<file path="config.mk">
export PLATFORM = sky130hd
export DESIGN_NAME = crc8_hex_append_and_check_flat
export DESIGN_NICKNAME = d
export VERILOG_FILES = /design/src/rtl/crc8hx_pkg.sv /design/src/rtl/crc8hx_if.sv /design/src/rtl/crc8hx_msg.sv /design/src/rtl/crc8hx_out.sv /design/src/rtl/crc8_hex_append_and_check.sv /design/src/flat_wrapper.sv
export SDC_FILE = /design/constraint.sdc
export NUM_CORES = 1
export LEC_CHECK = 0
export BUFFER_PORTS_ARGS = -buffer_cell sky130_fd_sc_hd__buf_2
export CAP_MARGIN = 30
export CORE_MARGIN = 5
export CORE_UTILIZATION = 57
export DETAILED_ROUTE_END_ITERATION = 6
export GPL_TIMING_DRIVEN = 0
export PLACE_DENSITY = 0.75
export RECOVER_POWER = 25
export SLEW_MARGIN = 20
export SYNTH_ARGS = -nofsm -noshare
export SYNTH_HDL_FRONTEND = slang
export SYNTH_SLANG_ARGS = --single-unit
</file>
<file path="constraint.sdc">
create_clock -name clk -period 3.65 [get_ports clk]
set_clock_uncertainty 0.05 [all_clocks]
set_input_delay 0.5475 -clock clk [delete_from_list [all_inputs] [get_ports clk]]
set_output_delay 0.5475 -clock clk [all_outputs]
set_load 0.03 [all_outputs]
</file>
<file path="src/rtl/crc8hx_pkg.sv">
package crc8hx_pkg;

	typedef enum logic [1:0] {
		KIND_ECHO    = 2'd0,
		KIND_HEX     = 2'd1,
		KIND_VERDICT = 2'd2
	} kind_t;

	localparam logic [0:0] MODE_GEN   = 1'b0;
	localparam logic [0:0] MODE_CHECK = 1'b1;

	localparam logic [7:0] CRC_POLY      = 8'h8C;
	localparam logic [7:0] NIB_LO_MASK   = 8'b0000_1111;
	localparam logic [7:0] NIB_HI_MASK   = 8'b1111_0000;
	localparam logic [7:0] ASCII_ZERO    = 8'd48;
	localparam logic [7:0] ASCII_NINE    = 8'd57;
	localparam logic [7:0] ASCII_A_OFS   = 8'd55;
	localparam logic [7:0] ASCII_UPPER_A = 8'd65;
	localparam logic [7:0] ASCII_UPPER_F = 8'd70;

	localparam logic [1:0] SEEN_FULL = 2'd2;

	// One beat's worth of work handed to the result stage.
	typedef struct packed {
		logic       check;
		logic       last;
		logic       ok;
		logic [7:0] ch;
		logic [7:0] crc;
	} rec_t;

	// Reflected CRC-8, poly 0x8C, one byte.
	function automatic logic [7:0] crc8_update(input logic [7:0] crc, input logic [7:0] data);
		logic [7:0] c;
		c = crc ^ data;
		for (int b = 0; b < 8; b++) begin
			if (c[0]) begin
				c = (c >> 1) ^ CRC_POLY;
			end else begin
				c = c >> 1;
			end
		end
		return c;
	endfunction

	function automatic logic [7:0] nibble_to_hex(input logic [3:0] n);
		logic [7:0] w;
		w = {4'd0, n};
		return (w <= 8'd9) ? (w + ASCII_ZERO) : (w + ASCII_A_OFS);
	endfunction

	// Anything outside '0'-'9' and 'A'-'F' decodes as zero.
	function automatic logic [3:0] hex_to_nibble(input logic [7:0] ch);
		logic [7:0] d;
		d = 8'd0;
		if (ch >= ASCII_ZERO && ch <= ASCII_NINE) begin
			d = ch - ASCII_ZERO;
		end else if (ch >= ASCII_UPPER_A && ch <= ASCII_UPPER_F) begin
			d = ch - ASCII_A_OFS;
		end
		return d[3:0];
	endfunction

endpackage

</file>
<file path="src/rtl/crc8hx_if.sv">
interface crc8hx_in_if;
	logic       valid;
	logic       ready;
	logic [7:0] char_in;
	logic       last_char;

	modport source (output valid, output char_in, output last_char, input ready);
	modport sink (input valid, input char_in, input last_char, output ready);
endinterface

interface crc8hx_out_if;
	logic       valid;
	logic       ready;
	logic [1:0] kind;
	logic [7:0] char_out;
	logic       crc_ok;
	logic       last_out;

	modport source (output valid, output kind, output char_out, output crc_ok,
		output last_out, input ready);
	modport sink (input valid, input kind, input char_out, input crc_ok,
		input last_out, output ready);
endinterface

</file>
<file path="src/rtl/crc8hx_msg.sv">
module crc8hx_msg (
	input  logic               clk,
	input  logic               arst_n,
	input  logic               cfg_we,
	input  logic               cfg_wdata,
	input  logic               accept,
	input  logic [7:0]         char_in,
	input  logic               last_char,
	output crc8hx_pkg::rec_t   rec,
	output logic               rec_load
);

	logic       mode_q;
	logic [7:0] crc_q;
	logic [7:0] older_q;
	logic [7:0] newer_q;
	logic [1:0] seen_q;

	logic [7:0] crc_gen;
	logic [7:0] crc_chk;
	logic [7:0] stored;
	logic       is_check;

	assign is_check = (mode_q == crc8hx_pkg::MODE_CHECK);
	assign crc_gen  = crc8hx_pkg::crc8_update(crc_q, char_in);
	// oldest held byte only enters the CRC once two newer ones sit behind it
	assign crc_chk  = (seen_q >= crc8hx_pkg::SEEN_FULL) ?
		crc8hx_pkg::crc8_update(crc_q, older_q) : crc_q;
	assign stored   = {crc8hx_pkg::hex_to_nibble(newer_q), crc8hx_pkg::hex_to_nibble(char_in)};

	always_comb begin
		rec.check = is_check;
		rec.last  = last_char;
		rec.ch    = char_in;
		rec.crc   = is_check ? crc_chk : crc_gen;
		rec.ok    = is_check && (seen_q != 2'd0) && (stored == crc_chk);
		rec_load  = accept && (!is_check || last_char);
	end

	always_ff @(posedge clk or negedge arst_n) begin
		if (!arst_n) begin
			mode_q  <= crc8hx_pkg::MODE_GEN;
			crc_q   <= 8'd0;
			older_q <= 8'd0;
			newer_q <= 8'd0;
			seen_q  <= 2'd0;
		end else if (cfg_we) begin
			mode_q  <= cfg_wdata;
			crc_q   <= 8'd0;
			older_q <= 8'd0;
			newer_q <= 8'd0;
			seen_q  <= 2'd0;
		end else if (accept) begin
			if (last_char) begin
				crc_q   <= 8'd0;
				older_q <= 8'd0;
				newer_q <= 8'd0;
				seen_q  <= 2'd0;
			end else if (!is_check) begin
				crc_q <= crc_gen;
			end else begin
				crc_q   <= crc_chk;
				older_q <= newer_q;
				newer_q <= char_in;
				if (seen_q < crc8hx_pkg::SEEN_FULL) begin
					seen_q <= seen_q + 2'd1;
				end
			end
		end
	end

	a_seen_sat: assert property (@(posedge clk) disable iff (!arst_n)
		seen_q != 2'd3)
		else $error("held count past two");

	a_gen_no_hold: assert property (@(posedge clk) disable iff (!arst_n)
		!is_check |-> (seen_q == 2'd0))
		else $error("bytes held in generate mode");

endmodule

</file>
<file path="src/rtl/crc8hx_out.sv">
module crc8hx_out (
	input  logic             clk,
	input  logic             arst_n,
	input  crc8hx_pkg::rec_t rec_i,
	input  logic             rec_load,
	output logic             slot_free,
	crc8hx_out_if.source     tx
);

	crc8hx_pkg::rec_t rec_s1;
	logic             vld_s1;
	logic [1:0]       idx_q;
	logic             beat_last;
	crc8hx_pkg::kind_t kind;

	// generate-mode last char spreads over echo, high hex, low hex
	assign beat_last = rec_s1.check || !rec_s1.last || (idx_q == 2'd2);
	assign slot_free = !vld_s1 || (tx.ready && beat_last);

	always_comb begin
		kind = crc8hx_pkg::KIND_ECHO;
		tx.char_out = rec_s1.ch;
		tx.crc_ok   = 1'b0;
		tx.last_out = 1'b0;
		if (rec_s1.check) begin
			kind        = crc8hx_pkg::KIND_VERDICT;
			tx.char_out = 8'd0;
			tx.crc_ok   = rec_s1.ok;
			tx.last_out = 1'b1;
		end else begin
			case (idx_q)
				2'd0: begin
					kind        = crc8hx_pkg::KIND_ECHO;
					tx.char_out = rec_s1.ch;
				end
				2'd1: begin
					kind        = crc8hx_pkg::KIND_HEX;
					tx.char_out = crc8hx_pkg::nibble_to_hex(
						4'((rec_s1.crc & crc8hx_pkg::NIB_HI_MASK) >> 4));
				end
				2'd2: begin
					kind        = crc8hx_pkg::KIND_HEX;
					tx.char_out = crc8hx_pkg::nibble_to_hex(
						4'(rec_s1.crc & crc8hx_pkg::NIB_LO_MASK));
					tx.last_out = 1'b1;
				end
				default: begin
					kind        = crc8hx_pkg::KIND_ECHO;
					tx.char_out = rec_s1.ch;
				end
			endcase
		end
	end

	assign tx.kind  = kind;
	assign tx.valid = vld_s1;

	always_ff @(posedge clk) begin
		if (rec_load) begin
			rec_s1 <= rec_i;
		end
	end

	always_ff @(posedge clk or negedge arst_n) begin
		if (!arst_n) begin
			vld_s1 <= 1'b0;
			idx_q  <= 2'd0;
		end else if (rec_load) begin
			vld_s1 <= 1'b1;
			idx_q  <= 2'd0;
		end else if (vld_s1 && tx.ready) begin
			if (beat_last) begin
				vld_s1 <= 1'b0;
				idx_q  <= 2'd0;
			end else begin
				idx_q <= idx_q + 2'd1;
			end
		end
	end

	a_verdict_single: assert property (@(posedge clk) disable iff (!arst_n)
		(vld_s1 && rec_s1.check) |-> (idx_q == 2'd0))
		else $error("verdict beat past index zero");

	a_drain: assert property (@(posedge clk) disable iff (!arst_n)
		(vld_s1 && tx.ready && beat_last && !rec_load) |=> !vld_s1)
		else $error("result stage did not drain");

	a_hex_step: assert property (@(posedge clk) disable iff (!arst_n)
		(vld_s1 && !tx.ready) |=> (vld_s1 && $stable(idx_q)))
		else $error("beat index moved under stall");

	a_idx_range: assert property (@(posedge clk) disable iff (!arst_n)
		idx_q != 2'd3)
		else $error("beat index out of range");

endmodule

</file>
<file path="src/rtl/crc8_hex_append_and_check.sv">
// CRC-8 (reflected poly 0x8C, init 0) over a character stream, one character per beat.
// mode 0 echoes every character and, after the one flagged last, appends the CRC as two
// uppercase hex characters (high nibble first, last_out on the low one). mode 1 holds back
// the final two characters, and at the last beat emits a single verdict beat comparing them,
// hex-decoded, with the CRC of everything before; fewer than two characters fails. A mode
// write clears any message in progress. Throughput is one character per clock while tx.ready
// is high, except for the last character in generate mode, which occupies the single result
// register for three output beats. In check mode ordinary characters produce no output and
// flow at one per clock unless a verdict waits; output appears the cycle after acceptance.
module crc8_hex_append_and_check (
	input  logic          clk,
	input  logic          arst_n,
	input  logic          cfg_we,
	input  logic          cfg_wdata,
	crc8hx_in_if.sink     rx,
	crc8hx_out_if.source  tx
);

	crc8hx_pkg::rec_t rec;
	logic             rec_load;
	logic             slot_free;
	logic             accept;

	assign rx.ready = slot_free;
	assign accept   = rx.valid && slot_free;

	crc8hx_msg u_msg (
		.clk       (clk),
		.arst_n    (arst_n),
		.cfg_we    (cfg_we),
		.cfg_wdata (cfg_wdata),
		.accept    (accept),
		.char_in   (rx.char_in),
		.last_char (rx.last_char),
		.rec       (rec),
		.rec_load  (rec_load)
	);

	crc8hx_out u_out (
		.clk       (clk),
		.arst_n    (arst_n),
		.rec_i     (rec),
		.rec_load  (rec_load),
		.slot_free (slot_free),
		.tx        (tx)
	);

endmodule

</file>
<file path="src/flat_wrapper.sv">
// flat-port wrapper written by rule: the top's interface ports become plain ports
module crc8_hex_append_and_check_flat 
  (clk, arst_n, cfg_we, cfg_wdata, rx_valid, rx_char_in, rx_last_char, rx_ready, tx_valid, tx_kind, tx_char_out, tx_crc_ok, tx_last_out, tx_ready);
  crc8hx_in_if rx_i ();
  crc8hx_out_if tx_i ();
  input  logic clk;
  input  logic arst_n;
  input  logic cfg_we;
  input  logic cfg_wdata;
  input wire logic [$bits(rx_i.valid)-1:0] rx_valid;
  input wire logic [$bits(rx_i.char_in)-1:0] rx_char_in;
  input wire logic [$bits(rx_i.last_char)-1:0] rx_last_char;
  output wire logic [$bits(rx_i.ready)-1:0] rx_ready;
  output wire logic [$bits(tx_i.valid)-1:0] tx_valid;
  output wire logic [$bits(tx_i.kind)-1:0] tx_kind;
  output wire logic [$bits(tx_i.char_out)-1:0] tx_char_out;
  output wire logic [$bits(tx_i.crc_ok)-1:0] tx_crc_ok;
  output wire logic [$bits(tx_i.last_out)-1:0] tx_last_out;
  input wire logic [$bits(tx_i.ready)-1:0] tx_ready;
  assign rx_i.valid = rx_valid;
  assign rx_i.char_in = rx_char_in;
  assign rx_i.last_char = rx_last_char;
  assign rx_ready = rx_i.ready;
  assign tx_valid = tx_i.valid;
  assign tx_kind = tx_i.kind;
  assign tx_char_out = tx_i.char_out;
  assign tx_crc_ok = tx_i.crc_ok;
  assign tx_last_out = tx_i.last_out;
  assign tx_i.ready = tx_ready;
  crc8_hex_append_and_check u_core (.clk(clk), .arst_n(arst_n), .cfg_we(cfg_we), .cfg_wdata(cfg_wdata), .rx(rx_i), .tx(tx_i));
endmodule
</file>
==> impl_metrics.ini, run 1 <==
[outcome]
status = complete, but fails checks
violations = max-capacitance violations, max-slew violations

[cts]
clk_latency_ns = 0.30
cts.reportedPaths.clkPinSlew_ns = 0.09
cts-htree-levels = 2
numCtsBuffers = 5
clock-sinks = 49
clock_path_buffers = 2
root_buffer = clkbuf_8
post_cts_buffers = 0
cts_tree = built
cts_hold_buf = 0
cts_resized = 0

[timing]
slew_viol_final = 31
finalHoldViolCount = 0
rsz0062_at_grt = no
worst_slack_ns = 0.455
fmax_mhz = 313
relSlewSlack_pct = -11.5
final-setup-viol-count = 0
post-route-min-period_ns = 3.20
fin_crit_sh_pct = 87.5
fin_setup_tns_ns = 0
tightest_slew_ns = 1.67
hold_ws_ns = 0.419

[hold_path]
min_from = cfg_wdata
hold_class = primary input to register

[setup_path]
max_stage_delay_ns = 0.69
worst_setup_path_end_kind = register
critPathLaunchType = register
worstPathArrival_ns = 3.34
cp_num_buf_inv = 3
cp_cell_sequence = inv_1 > ha_1 > clkbuf_1 > or3b_1 > nand2_1 > nand2_1 > a21oi_1 > nor2_1 > clkbuf_1 > nand3_1 > nand2_1
cp_top_family = simple AND/OR/NAND/NOR gates
critPathRequiredTime_ns = 3.79
crit_top_cell = nand2_1
startpoint = u_core.u_out.idx_q[0]
worstSetupPathType = register to register
path_max_fanout = 10
slowest_stage = a21oi_1
r2r-start = u_core.u_out.idx_q[0]

[die]
core_area_mm2 = 0.00585
row_count = 28
die_area_mm2 = 0.00761
initial_utilization_pct = 58.1
die_y_um = 87.2
die_w_um = 87.2
ios = 29

[synthesis]
synth-edff-count = 19
syn_area_per_cell_um2 = 9.41
synth-seq-area-share_pct = 38.9
async_reset_ff_share_pct = 61.2
yosys.area.top_type = dfrtp_1
netlist_instances = 361
netlist_area_mm2 = 0.00340
ys.flop_type = dfrtp_1
synth_top_cell_area_share_pct = 22.1
ys_ff_latch = 49
synthesis.nets = 390
ys_warn_count = 0
synth_area_leaders = dfrtp_1, edfxtp_1, xnor2_1, ha_1, nand2_1
ys_types = 54

[global_routing]
grt.total_usage_pct = 21.7
grt_max_degree = 31
antenna_found_initial = 0
grt_pass1_wl_um = 12700
grt_pass1_vias = 2639
overflow = 0

[power_and_ir_drop]
swShare_pct = 35.9
irDropWorstVdd_mv = 0.221
power_mw = 1.54
pwr-share-seq_pct = 43.4
power.leakage_nw = 1.61
power.share.clock_pct = 20.2
power.internal_mw = 0.988
power_density_mw_per_mm2 = 414
pwr-share-comb_pct = 36.4
power_switching_mw = 0.552

[cells_and_area]
area_growth_pct = 9.54
final_common_cell = nand2_1
nNetsFinal = 426
n_antenna_cell = 0
mostFrequentLayoutCells = nand2_1, xnor2_1, dfrtp_1
drive_above_1_share_pct = 10.8
fillCellCount = 504

[placed_design]
pre_cts_slack_ns = 0.492
globalplace.congestion = 0.929
dp_hpwl_um = 5780
port_buffers = 27

[detailed_routing]
remaining_drc_errors = 0
drt-initial-drc-count = 172
dr.pass1.iters = 4
vias = 2678
vias_per_cell = 5.66
ant_nets = 0
wl_per_cell_um = 16.2
drt_wl_total_um = 7670

[job]
cap_violations = 1
[power groups by stage]
stage / sequential, mW / clock, mW / combinational (mW)
2_1_floorplan: 0.674 / 0 / 0.429
3_3_place_gp: 0.681 / 0 / 0.541
3_5_place_dp: 0.680 / 0 / 0.557
4_1_cts: 0.668 / 0.323 / 0.561
5_1_grt: 0.675 / 0.345 / 0.614
6_report: 0.669 / 0.311 / 0.561
[synth_stat cells, types with 3 or more instances]
cell      instances
a21o_1            3
a21oi_1          24
edfxtp_1         19
clkbuf_1         14
xor2_1           16
xor3_1            3
dfrtp_1          30
nor2_1           29
nand3_1          19
mux2i_1           6
o21ai_0          22
inv_1            19
xnor2_1          31
nand2_1          38
a22o_1            7
o21ai_1           5
ha_1             14
a22oi_1           5
nor3_1            9
[worst paths after layout]
| kind | slack (ns) | endpoint | depth (start not counted) |
|---|---|---|---|
| setup / recovery | 0.45 | u_core.u_msg.newer_q[6] | 11 |
| hold / removal | 0.42 | u_core.u_msg.is_check | 2 |
| setup reg to reg | 0.45 | u_core.u_msg.newer_q[6] | 11 |
| hold reg to reg | 0.48 | u_core.u_msg.older_q[3] | 2 |
| max in group asynchronous | 1.97 | u_core.u_msg.crc_q[7] | 1 |
| min in group asynchronous | 0.62 | u_core.u_msg.older_q[5] | 1 |
[routing by layer]
layer  vias to the layer above  GRT usage, %  wire [um]
met2                        76          38.6       3940
li1                       1329             -          -
met3                        19          3.12        378
met4                         0          8.09        182
met1                      1254          26.5       3170
met5                         -             0          0
[kinds of logic (layout without fill, tap and decap cells)]
family                     count (synthesis)  count (layout)  synth area share, %
buffers and inverters                     37              74                 4.34
DFF                                       49              49                 38.9
adders and majority gates                 14              14                 5.15
and+or+nand+nor                          117             117                 16.4
AOI/OAI and AO/OA                         82              82                 15.6
xor gates and xnor gates                  55              55                 17.5
muxes                                      7               7                 2.10
[metrics by stage]
| stage | cell area [um2] | util [%] | std cells |
|---|---|---|---|
| final | 3720 | 63.6 | 473 |
| after CTS | 3730 | 63.8 | 472 |
| after detailed placement | 3640 | 62.3 | 464 |
| after floorplan | 3400 | - | 361 |
| after global placement | 3630 | 62.0 | 463 |
| after global routing | 3720 | 63.6 | 473 |
[worst reg2reg max path: stages, from the launching register on]
cell	delay (ns)
dfrtp_1	0.39
inv_1	0.06
ha_1	0.18
clkbuf_1	0.20
or3b_1	0.44
nand2_1	0.09
nand2_1	0.09
a21oi_1	0.69
nor2_1	0.37
clkbuf_1	0.32
nand3_1	0.15
nand2_1	0.06
[final cells by class]
class	count	area (um2)	area share [%]
inverter	19	71.3	1.92
multi-input combinational	275	1930	51.9
tap	75	93.8	2.52
clock inverter	2	15.0	0.403
buffer	18	76.3	2.05
timing repair buffer	29	139	3.73
sequential	49	1320	35.5
clock buffer	6	72.6	1.95
[registers in the layout, summed over array words and instances, names as in the netlist]
register and cells:
u_core.u_out.tx.valid 1, u_core.u_msg.older_q 8, u_core.u_msg.newer_q 8, u_core.u_out.rec_s1 19
u_core.u_msg.is_check 1, u_core.u_out.idx_q 2, u_core.u_msg.crc_q 8, u_core.u_msg.seen_q 2
Power figures use the tool's default switching activity.
==> inputs of run 2 (changes only) <==
--- a/config.mk
+++ b/config.mk
@@ -7,7 +7,7 @@
 export LEC_CHECK = 0
 export BUFFER_PORTS_ARGS = -buffer_cell sky130_fd_sc_hd__buf_2
 export CAP_MARGIN = 30
-export CORE_MARGIN = 5
+export CORE_MARGIN = 2
 export CORE_UTILIZATION = 57
 export DETAILED_ROUTE_END_ITERATION = 6
 export GPL_TIMING_DRIVEN = 0
==> impl_metrics.ini, run 2 (same netlist as run 1, synthesis figures left out) <==
[hold_path]
hold_class = primary input to register

[cts]
clk_latency_ns = 0.31
cts-htree-levels = 2
post_cts_buffers = 0
root_buffer = clkbuf_8
cts_tree = built
cts_hold_buf = 0
clock-sinks = 49
cts.reportedPaths.clkPinSlew_ns = 0.09
cts_resized = 0
clock_path_buffers = 2
numCtsBuffers = 5

[power_and_ir_drop]
power.internal_mw = 1.08
pwr-share-comb_pct = 34.2
power_density_mw_per_mm2 = 438
irDropWorstVdd_mv = 0.220
power_switching_mw = 0.567
power.leakage_nw = 1.62
power.share.clock_pct = 24.9
pwr-share-seq_pct = 40.8
swShare_pct = 34.5

[outcome]
violations = max-capacitance violations, max-slew violations
status = complete, but fails checks

[die]
ios = 29
initial_utilization_pct = 58.1
core_area_mm2 = 0.00585
row_count = 28
die_w_um = 81.2
die_area_mm2 = 0.00660
die_y_um = 81.2

[setup_path]
worstSetupPathType = register to register
r2r-start = u_core.u_out.idx_q[0]
endpoint = u_core.u_msg.older_q[4]
critPathLaunchType = register
path_max_fanout = 10
worstPathArrival_ns = 3.34
startpoint = u_core.u_out.idx_q[0]
r2r-end = u_core.u_msg.older_q[4]
rr_worst_depth = 11
critPathRequiredTime_ns = 3.80
r2r_slack_ns = 0.46
worst_setup_path_end_kind = register

[timing]
fmax_mhz = 314
rsz0062_at_grt = no
post-route-min-period_ns = 3.19
tightest_slew_ns = 1.71
relSlewSlack_pct = -13.7
fin_crit_sh_pct = 87.4
finalHoldViolCount = 0
slew_viol_final = 31
fin_setup_tns_ns = 0
worst_slack_ns = 0.461
final-setup-viol-count = 0

[global_routing]
grt_pass1_vias = 2595
grt_pass1_wl_um = 12300
grt.total_usage_pct = 24.9
overflow = 0
antenna_found_initial = 0
grt_max_degree = 31

[cells_and_area]
ff_latch_area_mm2 = 0.00132
nNetsFinal = 425
fillCellCount = 500
area_growth_pct = 10.3
layout.cells.non_filler = 472
drive_above_1_share_pct = 10.8
final_common_cell = nand2_1
top_register = u_core.u_out.rec_s1
mostFrequentLayoutCells = nand2_1, xnor2_1, dfrtp_1
multi_input_area_mm2 = 0.00193
n_antenna_cell = 0
largest_register_ff_count = 19

[detailed_routing]
drt_wl_total_um = 7610
drt-initial-drc-count = 124
dr.pass1.iters = 4
ant_nets = 0
vias = 2719
vias_per_cell = 5.76
wl_per_cell_um = 16.1
remaining_drc_errors = 0

[placed_design]
globalplace.congestion = 0.902
dp_hpwl_um = 5660
pre_cts_slack_ns = 0.488
placedCellCount = 464
port_buffers = 27

[job]
cap_violations = 1
==> run 2: cell types whose count changed in the layout (fill, tap and decap cells not counted) <==
| cell | change |
|---|---|
| clkinvlp_4 | -1 |
| clkbuf_8 | +1 |
| bufinv_16 | +1 |
| clkbuf_1 | -1 |
| clkbuf_2 | -1 |
==> run 2: worst min path at each step <==
stage,startpoint,slack (ns),end,depth (start not counted)
global placement,u_core.u_msg.older_q[3],0.46,u_core.u_msg.older_q[3],2
finish,cfg_wdata,0.42,u_core.u_msg.is_check,2
CTS,arst_n,0.26,u_core.u_msg.newer_q[0],1
global route,cfg_wdata,0.43,u_core.u_msg.is_check,2
detailed placement,u_core.u_msg.older_q[1],0.47,u_core.u_msg.older_q[1],2
floorplan,arst_n,0.20,u_core.u_msg.crc_q[0],0
==> run 2: power by group through the flow <==
stage / combinational, mW / clock, mW / sequential, mW
3_5_place_dp: 0.555 / 0 / 0.681
2_1_floorplan: 0.429 / 0 / 0.674
5_1_grt: 0.615 / 0.437 / 0.677
3_3_place_gp: 0.540 / 0 / 0.680
6_report: 0.562 / 0.410 / 0.671
4_1_cts: 0.559 / 0.414 / 0.670
==> run 2: through the flow <==
step / util [%] / area [um2] / power, mW / hold slack (ns)
final: 64.1 / 3750 / 1.64 / 0.423
after global routing: 64.1 / 3750 / 1.73 / 0.430
after CTS: 64.3 / 3760 / 1.64 / 0.257
after detailed placement: 62.3 / 3640 / 1.24 / 0.467
after global placement: 62.0 / 3630 / 1.22 / 0.463
after floorplan: - / 3400 / 1.10 / 0.202
==> run 2: cell type report <==
cell class | count | area share [%]
Buffer | 18 | 2.04
Clock buffer | 6 | 2.20
Clock inverter | 2 | 1.00
Inverter | 19 | 1.90
Multi-Input combinational cell | 275 | 51.6
Sequential cell | 49 | 35.2
Tap cell | 75 | 2.50
Timing Repair Buffer | 28 | 3.57
==> run 2: worst max-delay path, stage by stage (launching register included) <==
cell and delay, ns:
dfrtp_1 0.39, inv_1 0.06, ha_1 0.18, clkbuf_1 0.20, or3b_1 0.43, nand2_1 0.09, nand2_1 0.09, a21oi_1 0.68
nor2_1 0.37, clkbuf_1 0.31, nand3_1 0.16, nand2_1 0.06
==> run 2: routing by layer <==
metal	up-vias	track usage [%]	routed length (um)	part of all wire, %
met5	-	0	0	0
met4	0	9.83	167	2.2
met3	14	4.22	262	3.4
met2	70	44.7	3910	51
met1	1308	29.7	3270	43
li1	1327	-	-	-
